**config.mk**
```make
export PLATFORM = sky130hd
export DESIGN_NAME = svm_sat_acc
export DESIGN_NICKNAME = d
export VERILOG_FILES = /design/src/svm_pkg.sv /design/src/svm_sat_acc.sv
export SDC_FILE = /design/constraint.sdc
export NUM_CORES = 1
export LEC_CHECK = 0
export ABC_AREA = 1
export BUFFER_PORTS_ARGS = -buffer_cell sky130_fd_sc_hd__buf_2
export CELL_PAD_IN_SITES_DETAIL_PLACEMENT = 2
export CELL_PAD_IN_SITES_GLOBAL_PLACEMENT = 2
export CORE_ASPECT_RATIO = 1.1
export CORE_UTILIZATION = 29
export DETAILED_ROUTE_END_ITERATION = 8
export GPL_TIMING_DRIVEN = 0
export PLACE_DENSITY_LB_ADDON = 0.1
export SLEW_MARGIN = 20
export SYNTH_ARGS = -nofsm -noshare
export SYNTH_HDL_FRONTEND = slang
export SYNTH_SLANG_ARGS = --single-unit
```
**constraint.sdc**
```tcl
create_clock -name i_clk -period 2.3 [get_ports i_clk]
set_clock_uncertainty 0.1 [all_clocks]
set_input_delay 0.46 -clock i_clk [delete_from_list [all_inputs] [get_ports i_clk]]
set_output_delay 0.46 -clock i_clk [all_outputs]
set_load 0.05 [all_outputs]
```
**src/svm_pkg.sv**
```systemverilog
`default_nettype none

package svm_pkg;

    // Voice table and sample memory dimensions.
    localparam int VOICES       = 30;
    localparam int SAMPLE_WORDS = 65536;
    localparam int SLOT_W       = (VOICES > 1) ? $clog2(VOICES) : 1;
    localparam int MEM_AW       = $clog2(SAMPLE_WORDS);

    // Field widths of one transaction on each side.
    localparam int REQ_W    = 2;
    localparam int ADDR_W   = 16;
    localparam int SAMPLE_W = 16;
    localparam int LEN_W    = 17;
    localparam int IN_TDATA_W  = ((ADDR_W + SAMPLE_W + LEN_W + 7) / 8) * 8;
    localparam int OUT_TDATA_W = ((SAMPLE_W + 7) / 8) * 8;

    // Request codes carried in the input tuser.
    localparam logic [REQ_W-1:0] REQ_LOAD  = 2'd0;
    localparam logic [REQ_W-1:0] REQ_QUEUE = 2'd1;
    localparam logic [REQ_W-1:0] REQ_TICK  = 2'd2;

    // Status codes carried in the output tuser.
    localparam logic STATUS_DONE = 1'b0;
    localparam logic STATUS_FULL = 1'b1;

    // Control of the shared saturating accumulator.
    typedef struct packed {
        logic clr;
        logic add;
    } t_acc_ctl;

endpackage

`default_nettype wire

```
**src/svm_sat_acc.sv**
```systemverilog
`default_nettype none

// Shared saturating accumulator: adds one signed sample per cycle in which add
// is set and clamps the running sum to the signed 16-bit range after each add.
module svm_sat_acc (
    input  wire                                 i_clk,
    input  wire  svm_pkg::t_acc_ctl             i_ctl,
    input  wire  logic signed [svm_pkg::SAMPLE_W-1:0] i_sample,
    output logic signed [svm_pkg::SAMPLE_W-1:0] o_acc
);

    localparam int W = svm_pkg::SAMPLE_W;

    logic signed [W-1:0] r_acc;
    logic signed [W-1:0] n_acc;
    logic signed [W:0]   sum;

    // One wide add, then clamp when the carry and sign bits disagree.
    always_comb begin
        sum = {r_acc[W-1], r_acc} + {i_sample[W-1], i_sample};
        if (sum[W] != sum[W-1]) begin
            n_acc = sum[W] ? {1'b1, {(W-1){1'b0}}} : {1'b0, {(W-1){1'b1}}};
        end else begin
            n_acc = sum[W-1:0];
        end
    end

    always_ff @(posedge i_clk) begin
        if (i_ctl.clr) begin
            r_acc <= '0;
        end else if (i_ctl.add) begin
            r_acc <= n_acc;
        end
    end

    assign o_acc = r_acc;

endmodule

`default_nettype wire

```
==> results of run 1 <==
[area by class of cell]
cell class                 instances  area [sq um]
multi-input combinational        194          1250
buffer                             4          42.5
inverter                          31           116
clock buffer                       4          55.1
fill                             648          2970
sequential                        16           323
timing repair buffer              46           289
tap                               72          90.1
[critical path: stages (launching register included)]
cell       delay (ns)
dfxtp_2          0.36
ha_4             0.13
inv_2            0.04
fa_2             0.37
inv_2            0.07
nand2_2          0.05
nand2_2          0.07
nand3_2          0.09
nand2_2          0.12
nand2_4          0.08
nand3_4          0.08
nand2_4          0.07
a21oi_4          0.15
bufbuf_16        0.30
a21oi_2          0.05
[metal layers]
metal,GRT usage,wire (um)
met1,0.256,2620
met2,0.388,3160
met3,0.0126,156
met4,0.0627,136
met5,0,0
[final timing paths]
check / to / depth (start not counted)
setup reg to reg: o_acc[8] / 14
hold / removal: o_acc[5] / 2
hold reg to reg: o_acc[7] / 2
setup / recovery: o_acc[8] / 14
[layout by cell type (no fill, tap or decap), drive strengths merged, types with 2 or more instances in the layout]
master,n
inv,31
xor2,9
nand3,15
nand3b,2
nand2,85
nor2,15
o21ai,13
a21oi,27
nor3,4
buf,47
dfxtp,16
clkbuf,6
ha,16
and2,2
[where the power goes]
part	internal, uW	leakage, uW	switching [uW]	total [uW]
Combinational	399	0.000976	699	1100
Clock	153	0.0000288	138	291
Sequential	323	0.000134	39.2	363
Total	875	0.00114	876	1750
[cell usage after synthesis, drive strengths merged]
library cell	number
xor2	9
dfxtp	16
a31oi	1
or2	1
nand3b	2
xnor2	1
a21oi	27
buf	2
nand4	1
nand2	85
ha	16
nor3	4
and2	2
inv	31
nor2	15
clkbuf	2
fa	1
o21ai	13
o211ai	1
nand3	15
[through the flow]
step / worst slack (ns) / setup TNS, ns / utilization
CTS: 0.0122 / 0 / 0.390
global route: -0.0637 / -0.611 / 0.421
floorplan: 0.0157 / 0 / -
detailed placement: -0.427 / -5.80 / 0.359
global placement: -0.379 / -4.95 / 0.359
finish: 0.0438 / 0 / 0.421
[timing repair]
action                     4_1_cts  5_1_grt
cloned                           1        0
gates resized for setup         10       21
hold buffers                     0        0
pin swaps                        4        9
setup buffers                    5        6
setup endpoints to repair       15       16
[logic make-up after synthesis]
family,after synthesis
buffers and inverters,35
XOR/XNOR,10
flip-flops,16
adder cells (fa/ha/maj),17
AO/OA/AOI/OAI,42
AND/OR/NAND/NOR,125
==> run metrics, run 1 <==
hold_ws 0.286 ns; Worst-path clk slew 0.09 ns; share of cells above drive strength 1 0.332; CTS H-tree depth 1; Root Driver clkbuf_8; Rows 27; outcome complete, no violations; Layout area overhead 36.6%; Synth area leader dfxtp_1; clk sinks 16; gate count after technology mapping 245; Worst EP arrival 2.31 ns; max-slew violation count 0; unrepaired setup endpoints after global routing yes; Post-Synth Adder-Cell Area 0.139; die width 72.4 um; Overall Global Routing Usage 0.209; fin crit share 0.981; Post-Syn Nets 281; FMAX 443 MHz; Iter 0 DRT Violations 37; Skew-Pair Late Insertion Delay 0.27 ns; Seq/Total Area, Yosys 0.202; # diodes 0; number of global-route vias before repair 1874; CP Class reg -> reg; Critical Path RT 2.36 ns; largest family of logic cells by synthesized area simple AND/OR/NAND/NOR gates; Crit Path Max Fanout 5; Slew headroom 0.551; die footprint 5760 sq um; top post-synthesis cells by area dfxtp_1 20%, nand2_1 19%, ha_1 13%; Synth Area in Compound Gates 0.175; reg2reg start o_acc[0]; Synth top area share 0.202; Synth warnings 0; CP Launch Type flip-flop; vias 1795; maximum VDD drop 0.292 mV; Setup crit start o_acc[0]; Leak 0.00114 uW; Period minus WS final 2.26 ns; largest net degree at the start of global routing 11; DRC viols 0; R2R setup slack 0.04 ns; post-synthesis mux area share 0; crit end category flip-flop; placed cells 351; final net count 332; Slew @ Worst Pin 0.673 ns; xor and xnor fraction of the mapped netlist area 0.0553; Pwr Total 1750 uW; synthesized area per cell 6.46 sq um; Num CTS Buffers 3; Min-Delay Path Class in -> reg; Port Buffers 34; fin cells 367; design area 2160 sq um; Placer Congestion 0.783; total congestion overflow 0; vias per cell 4.89; Largest register FFs 16; Synth Cell Area 1580 sq um; simple-gate share of the synthesized area 0.335; I/O pin total 35; Initial Util 0.308; Maximum Capacitance Violations 0; Routed WL 6070 um; Synth Register Bits 16; Die Y 79.5 um; clock tree buffer depth 2; min-delay src i_ctl[1]; DP HPWL 4320 um; final setup fails 0; router iterations before antenna repair 4; first-pass GRT wire length 9050 um; number of library cell types mapped by synthesis 25; Pwr per Cell Area 810 nW/um^2; initial antenna violation count 0; Final Hold Fails 0; CTS tree built; Core ar. 5130 sq um; Final ANT Viol Nets 0; Routed WL per cell 16.6 um; Cell Area, Placed 1850 sq um
No activity file was read; power rests on OpenSTA's default activity.
==> inputs of run 2 (changes only) <==
--- a/config.mk
+++ b/config.mk
@@ -7,10 +7,8 @@
 export LEC_CHECK = 0
 export ABC_AREA = 1
 export BUFFER_PORTS_ARGS = -buffer_cell sky130_fd_sc_hd__buf_2
-export CELL_PAD_IN_SITES_DETAIL_PLACEMENT = 2
-export CELL_PAD_IN_SITES_GLOBAL_PLACEMENT = 2
-export CORE_ASPECT_RATIO = 1.1
-export CORE_UTILIZATION = 29
+export CORE_ASPECT_RATIO = 0.6
+export CORE_UTILIZATION = 54
 export DETAILED_ROUTE_END_ITERATION = 8
 export GPL_TIMING_DRIVEN = 0
 export PLACE_DENSITY_LB_ADDON = 0.1
==> run 2 against run 1 <==
Compared with the run above: clock-buffer cell count unchanged; global-route usage up 8.0 points; cell area down 6.0%; utilization up 35 points; flip-flop and latch count unchanged; register-to-register slack better by 0.04 ns; die area down 45%; first-iteration DRC count rose to 3.4 times the previous value; non-clock buffer count down 1; sequential share of layout area up 1.1 points; critical path type unchanged; clock power down 10%.
==> run metrics, run 2 (synthesized netlist as in run 1, its figures left out) <==
Placer Congestion 0.907 (+16%); router iterations before antenna repair 5 (+1); maximum VDD drop 0.543 mV (+86%); crit end category flip-flop; cell mode on critical path nand2_2; share of cells above drive strength 1 0.306 (-0.0261); Routed WL per cell 13.4 um (-19%); Iter 0 DRT Violations 127 (+240%); vias per cell 5.26 (+7.6%); CTS tree built; Core ar. 2650 sq um (-48%); CP Launch Type flip-flop; die width 71.9 um (-0.75%); Slew headroom 0.644 (+0.0929); largest net degree at the start of global routing 11 (unchanged); FMAX 452 MHz (+2.0%); clock tree buffer depth 2 (unchanged); Num CTS Buffers 3 (unchanged); total congestion overflow 0 (unchanged); vias 1757 (-2.1%); Slew @ Worst Pin 0.534 ns (-0.139 ns); Worst EP arrival 2.31 ns (about the same); Initial Util 0.598 (+0.290); crit path cell chain ha_4 -> inv_2 -> fa_2 -> inv_2 -> nand2_2 -> nand2_2 -> nand3_2 -> nand2_4 -> nand2_4 -> nand2_2 -> nand2_2 -> nand2_2 -> a21oi_4 -> buf_6 -> buf_8 -> a21oi_2; first-pass GRT wire length 6840 um (-24%); # diodes 0 (unchanged); Critical path buffers and inverters 4 (+1); most frequent cells in the layout 74 x nand2_1, 34 x buf_2, 27 x inv_1; Skew-Pair Late Insertion Delay 0.26 ns (about the same); DRC viols 0 (unchanged); Largest register FFs 16 (unchanged); fin crit share 0.962 (-0.0193); final net count 331 (-0.30%); Layout area overhead 28.5%; Root Driver clkbuf_8; Critical Path RT 2.39 ns (+0.03 ns); I/O pin total 35 (unchanged); Pwr per Cell Area 803 nW/um^2 (-0.91%); initial antenna violation count 0 (unchanged); final setup fails 0 (unchanged); DP HPWL 3190 um (-26%); design area 2030 sq um (-6.0%); Die Y 43.9 um (-45%); hold_ws 0.276 ns (-0.00990 ns); Overall Global Routing Usage 0.289 (+0.0797); Rows 14 (-48%); Final Hold Fails 0 (unchanged); Pwr Total 1630 uW (-6.8%); Maximum Capacitance Violations 0 (unchanged); Leak 0.00113 uW (-1.1%); outcome complete, no violations; CTS H-tree depth 1 (unchanged); number of global-route vias before repair 1472 (-21%); die footprint 3160 sq um (-45%); Final ANT Viol Nets 0 (unchanged); Worst-path clk slew 0.07 ns (-0.02 ns); Period minus WS final 2.21 ns (-0.0444 ns); pre-CTS setup slack -0.282 ns (+0.145 ns); final worst slack 0.0882 ns (+0.0444 ns); CP Class reg -> reg; clk sinks 16 (unchanged); commonest non-fill, non-tap cell in the layout nand2_1; max-slew violation count 0 (unchanged); CP max stage cell fa_2; Cell Area, Placed 1810 sq um (-2.2%); Port Buffers 34 (unchanged); max incr delay on CP 0.38 ns (about the same); Min-Delay Path Class in -> reg; CP delay by family, top simple AND/OR/NAND/NOR gates; Crit Path Max Fanout 5 (unchanged); Routed WL 4470 um (-26%)
-- run 2: power breakdown --
| part | total, uW | switching, uW | internal [uW] |
|---|---|---|---|
| clock | 262 | 109 | 152 |
| combinational | 1010 | 653 | 358 |
| sequential | 358 | 34.5 | 324 |
-- run 2: area by class of cell --
class,instances,area [sq um]
multi-input cells,194,1170
fillers,209,612
flip-flops and latches,16,325
repair buffers,45,280
inverters,31,116
clock buffers,4,55.1
well taps,40,50.0
plain buffers,4,33.8
-- run 2: path summary, 6_finish.rpt --
kind,cells past startpoint,from,endpoint,slack [ns]
worst max register to register,16,o_acc[0],o_acc[2],0.09
worst max-delay path,16,o_acc[0],o_acc[2],0.09
worst min register to register,2,o_acc[7],o_acc[7],0.39
worst min-delay path,2,i_ctl[1],o_acc[5],0.28
-- run 2: repair_timing --
action,in CTS,in global routing
setup endpoints to repair,10,15
pin swaps,1,8
hold buffers,0,0
gates cloned,1,0
endpoints found under the hold margin,0,0
gates resized for setup,3,18
buffers inserted,1,9
-- run 2: layer usage --
layer,track usage,share of wire,vias up
li1,-,-,889
met1,0.423,0.48,752
met2,0.426,0.40,105
met3,0.0581,0.10,11
met4,0.0902,0.015,0
met5,0,0,-
-- run 2: through the flow --
step	util	instances	TNS (ns)
final	0.769	334	0
after global routing	0.769	334	-0.241
after CTS	0.722	325	0
after detailed placement	0.683	319	-3.70
after global placement	0.683	319	-2.66
after floorplan	-	245	0
==> inputs of run 3 (changes only) <==
--- a/config.mk
+++ b/config.mk
@@ -11,7 +11,7 @@
 export CORE_UTILIZATION = 54
 export DETAILED_ROUTE_END_ITERATION = 8
 export GPL_TIMING_DRIVEN = 0
-export PLACE_DENSITY_LB_ADDON = 0.1
+export PLACE_DENSITY = 0.8
 export SLEW_MARGIN = 20
 export SYNTH_ARGS = -nofsm -noshare
 export SYNTH_HDL_FRONTEND = slang
==> run 3 against run 2 <==
Compared with the run above: global-route usage decreased by 0.92 points; final cell count is 0.90% lower; sequential share of layout area grew 0.17 points; largest cell class unchanged; register-to-register slack worse by 0.05 ns.
==> run metrics, run 3 (synthesized netlist as in run 1, its figures left out) <==
outcome complete, no violations; die width 71.9 um (unchanged); Min-Delay Path Class in -> reg; fin cells 331 (-0.90%); final worst slack 0.0370 ns (-0.0512 ns); clock tree buffer depth 2 (unchanged); Rows 14 (unchanged); Largest register FFs 16 (unchanged); commonest non-fill, non-tap cell in the layout nand2_1; Final ANT Viol Nets 0 (unchanged); pre-CTS setup slack -0.252 ns (+0.0298 ns); share of cells above drive strength 1 0.289 (-0.0175); Overall Global Routing Usage 0.280 (-0.00918); Initial Util 0.598 (unchanged); Int Pwr 822 uW (-1.5%); vias 1722 (-2.0%); DP HPWL 3040 um (-4.8%); Root Driver clkbuf_8; CTS tree built; Port Buffers 34 (unchanged); fin crit share 0.984 (+0.0222); CP Class reg -> reg; r2r worst-path depth 15 (-1); maximum VDD drop 0.443 mV (-19%); unrepaired setup endpoints after global routing yes; Comb pwr share 0.612 (-0.008); final net count 328 (-0.91%); number of global-route vias before repair 1468 (-0.27%); Setup crit start o_acc[0]; CP Launch Type flip-flop; Skew-Pair Late Insertion Delay 0.26 ns (about the same); Iter 0 DRT Violations 97 (-24%); reg2reg end o_acc[1]; FILL cells 199 (-4.8%); Worst EP arrival 2.31 ns (about the same); Placer Congestion 0.901 (-0.57%); final setup fails 0 (unchanged); crit end category flip-flop; Min-Delay Endpoint o_acc[7]; die footprint 3160 sq um (unchanged); Critical Path RT 2.34 ns (-0.05 ns); Routed WL per cell 13.0 um (-3.1%); Hold Path Stages 2 (unchanged); FMAX 442 MHz (-2.3%); Pwr per Cell Area 801 nW/um^2 (-0.14%); clock share of power 0.166 (+0.006); Routed WL 4290 um (-4.0%); Num CTS Buffers 3 (unchanged); I/O pin total 35 (unchanged); DRC viols 0 (unchanged); Leak 0.00110 uW (-2.4%); min-delay src i_ctl[1]; Core ar. 2650 sq um (unchanged); largest net degree at the start of global routing 11 (unchanged); initial antenna violation count 0 (unchanged); total congestion overflow 0 (unchanged); CTS H-tree depth 1 (unchanged); clk sinks 16 (unchanged); most frequent cells in the layout 75 x nand2_1, 34 x buf_2, 27 x inv_1; Period minus WS final 2.26 ns (+0.0512 ns); Slew headroom 0.695 (+0.0506); Final Hold Fails 0 (unchanged); # diodes 0 (unchanged); R2R setup slack 0.04 ns (-0.05 ns); router iterations before antenna repair 4 (-1); reg2reg start o_acc[0]; Die Y 43.9 um (unchanged); Layout area overhead 27.1%; switching share of total power 0.490 (+0.00159); Crit Path Max Fanout 5 (unchanged); Worst-path clk slew 0.07 ns (about the same); vias per cell 5.20 (-1.1%); max-slew violation count 0 (unchanged); placed cells 319 (unchanged); Flop pwr share 0.222 (+0.002); Slew @ Worst Pin 0.458 ns (-0.0758 ns); P_sw 791 uW (-0.86%); first-pass GRT wire length 6680 um (-2.3%); Maximum Capacitance Violations 0 (unchanged)
[run 3: changes by cell type in the layout (fill, tap and decap cells not counted), sizes merged]
| cell | delta |
|---|---|
| buf | -3 |
[run 3: critical path, cell delays in order (launching register included)]
cell and delay [ns]:
dfxtp_4 0.36, ha_4 0.14, inv_2 0.04, fa_2 0.38
inv_2 0.06, nand2_2 0.05, nand2_2 0.08, nand3_2 0.06
nand2_2 0.11, nand2_2 0.09, nand3_2 0.09, nand2_4 0.06
a21oi_4 0.22, buf_12 0.14, buf_8 0.11, a21oi_2 0.05
[run 3: layer usage]
metal	global-route usage	up-vias	wire length [um]
met5	0	-	0
met2	0.462	60	1850
met3	0.0512	6	314
met1	0.387	766	2090
li1	-	890	-
met4	0.0549	0	31
[run 3: timing repair]
item,CTS,global route
cloned,1,0
endpoints found under the setup margin,10,15
resized for setup,3,12
setup buffers,2,5
hold buffers,0,0
hold endpoints to repair,0,0
pin swaps,2,12
[run 3: metrics by stage]
step                cell area, sq um  setup TNS (ns)  utilization  power [uW]  hold slack [ns]
finish                          2010               0        0.761        1610            0.279
global route                    2010          -0.504        0.761        1710            0.286
CTS                             1930               0        0.729        1560            0.276
detailed placement              1810           -3.30        0.683        1230            0.382
global placement                1810           -3.21        0.683        1220            0.382
floorplan                       1590               0            -        1060            0.429
[run 3: cell type report]
class / count / area [sq um] / area share
inverters: 31 / 116 / 0.0578
plain buffers: 4 / 33.8 / 0.0168
clock buffers: 4 / 55.1 / 0.0274
well taps: 40 / 50.0 / 0.0249
multi-input cells: 194 / 1160 / 0.575
flip-flops and latches: 16 / 325 / 0.162
repair buffers: 42 / 275 / 0.137
[run 3: power groups by stage]
stage	Sequential [uW]	Clock (uW)	Combinational [uW]
6_report	358	268	986
5_1_grt	364	278	1070
4_1_cts	357	270	930
3_5_place_dp	363	0	870
3_3_place_gp	362	0	861
2_1_floorplan	514	0	545
[run 3: how the worst max path moves through the flow]
stage                            to  slack, ns  cells past startpoint
final                      o_acc[1]       0.04                     15
after CTS                  o_acc[2]       0.01                     14
after global routing       o_acc[1]      -0.05                     15
after floorplan           o_acc[12]       0.02                     14
after global placement     o_acc[4]      -0.25                     15
after detailed placement   o_acc[1]      -0.25                     15
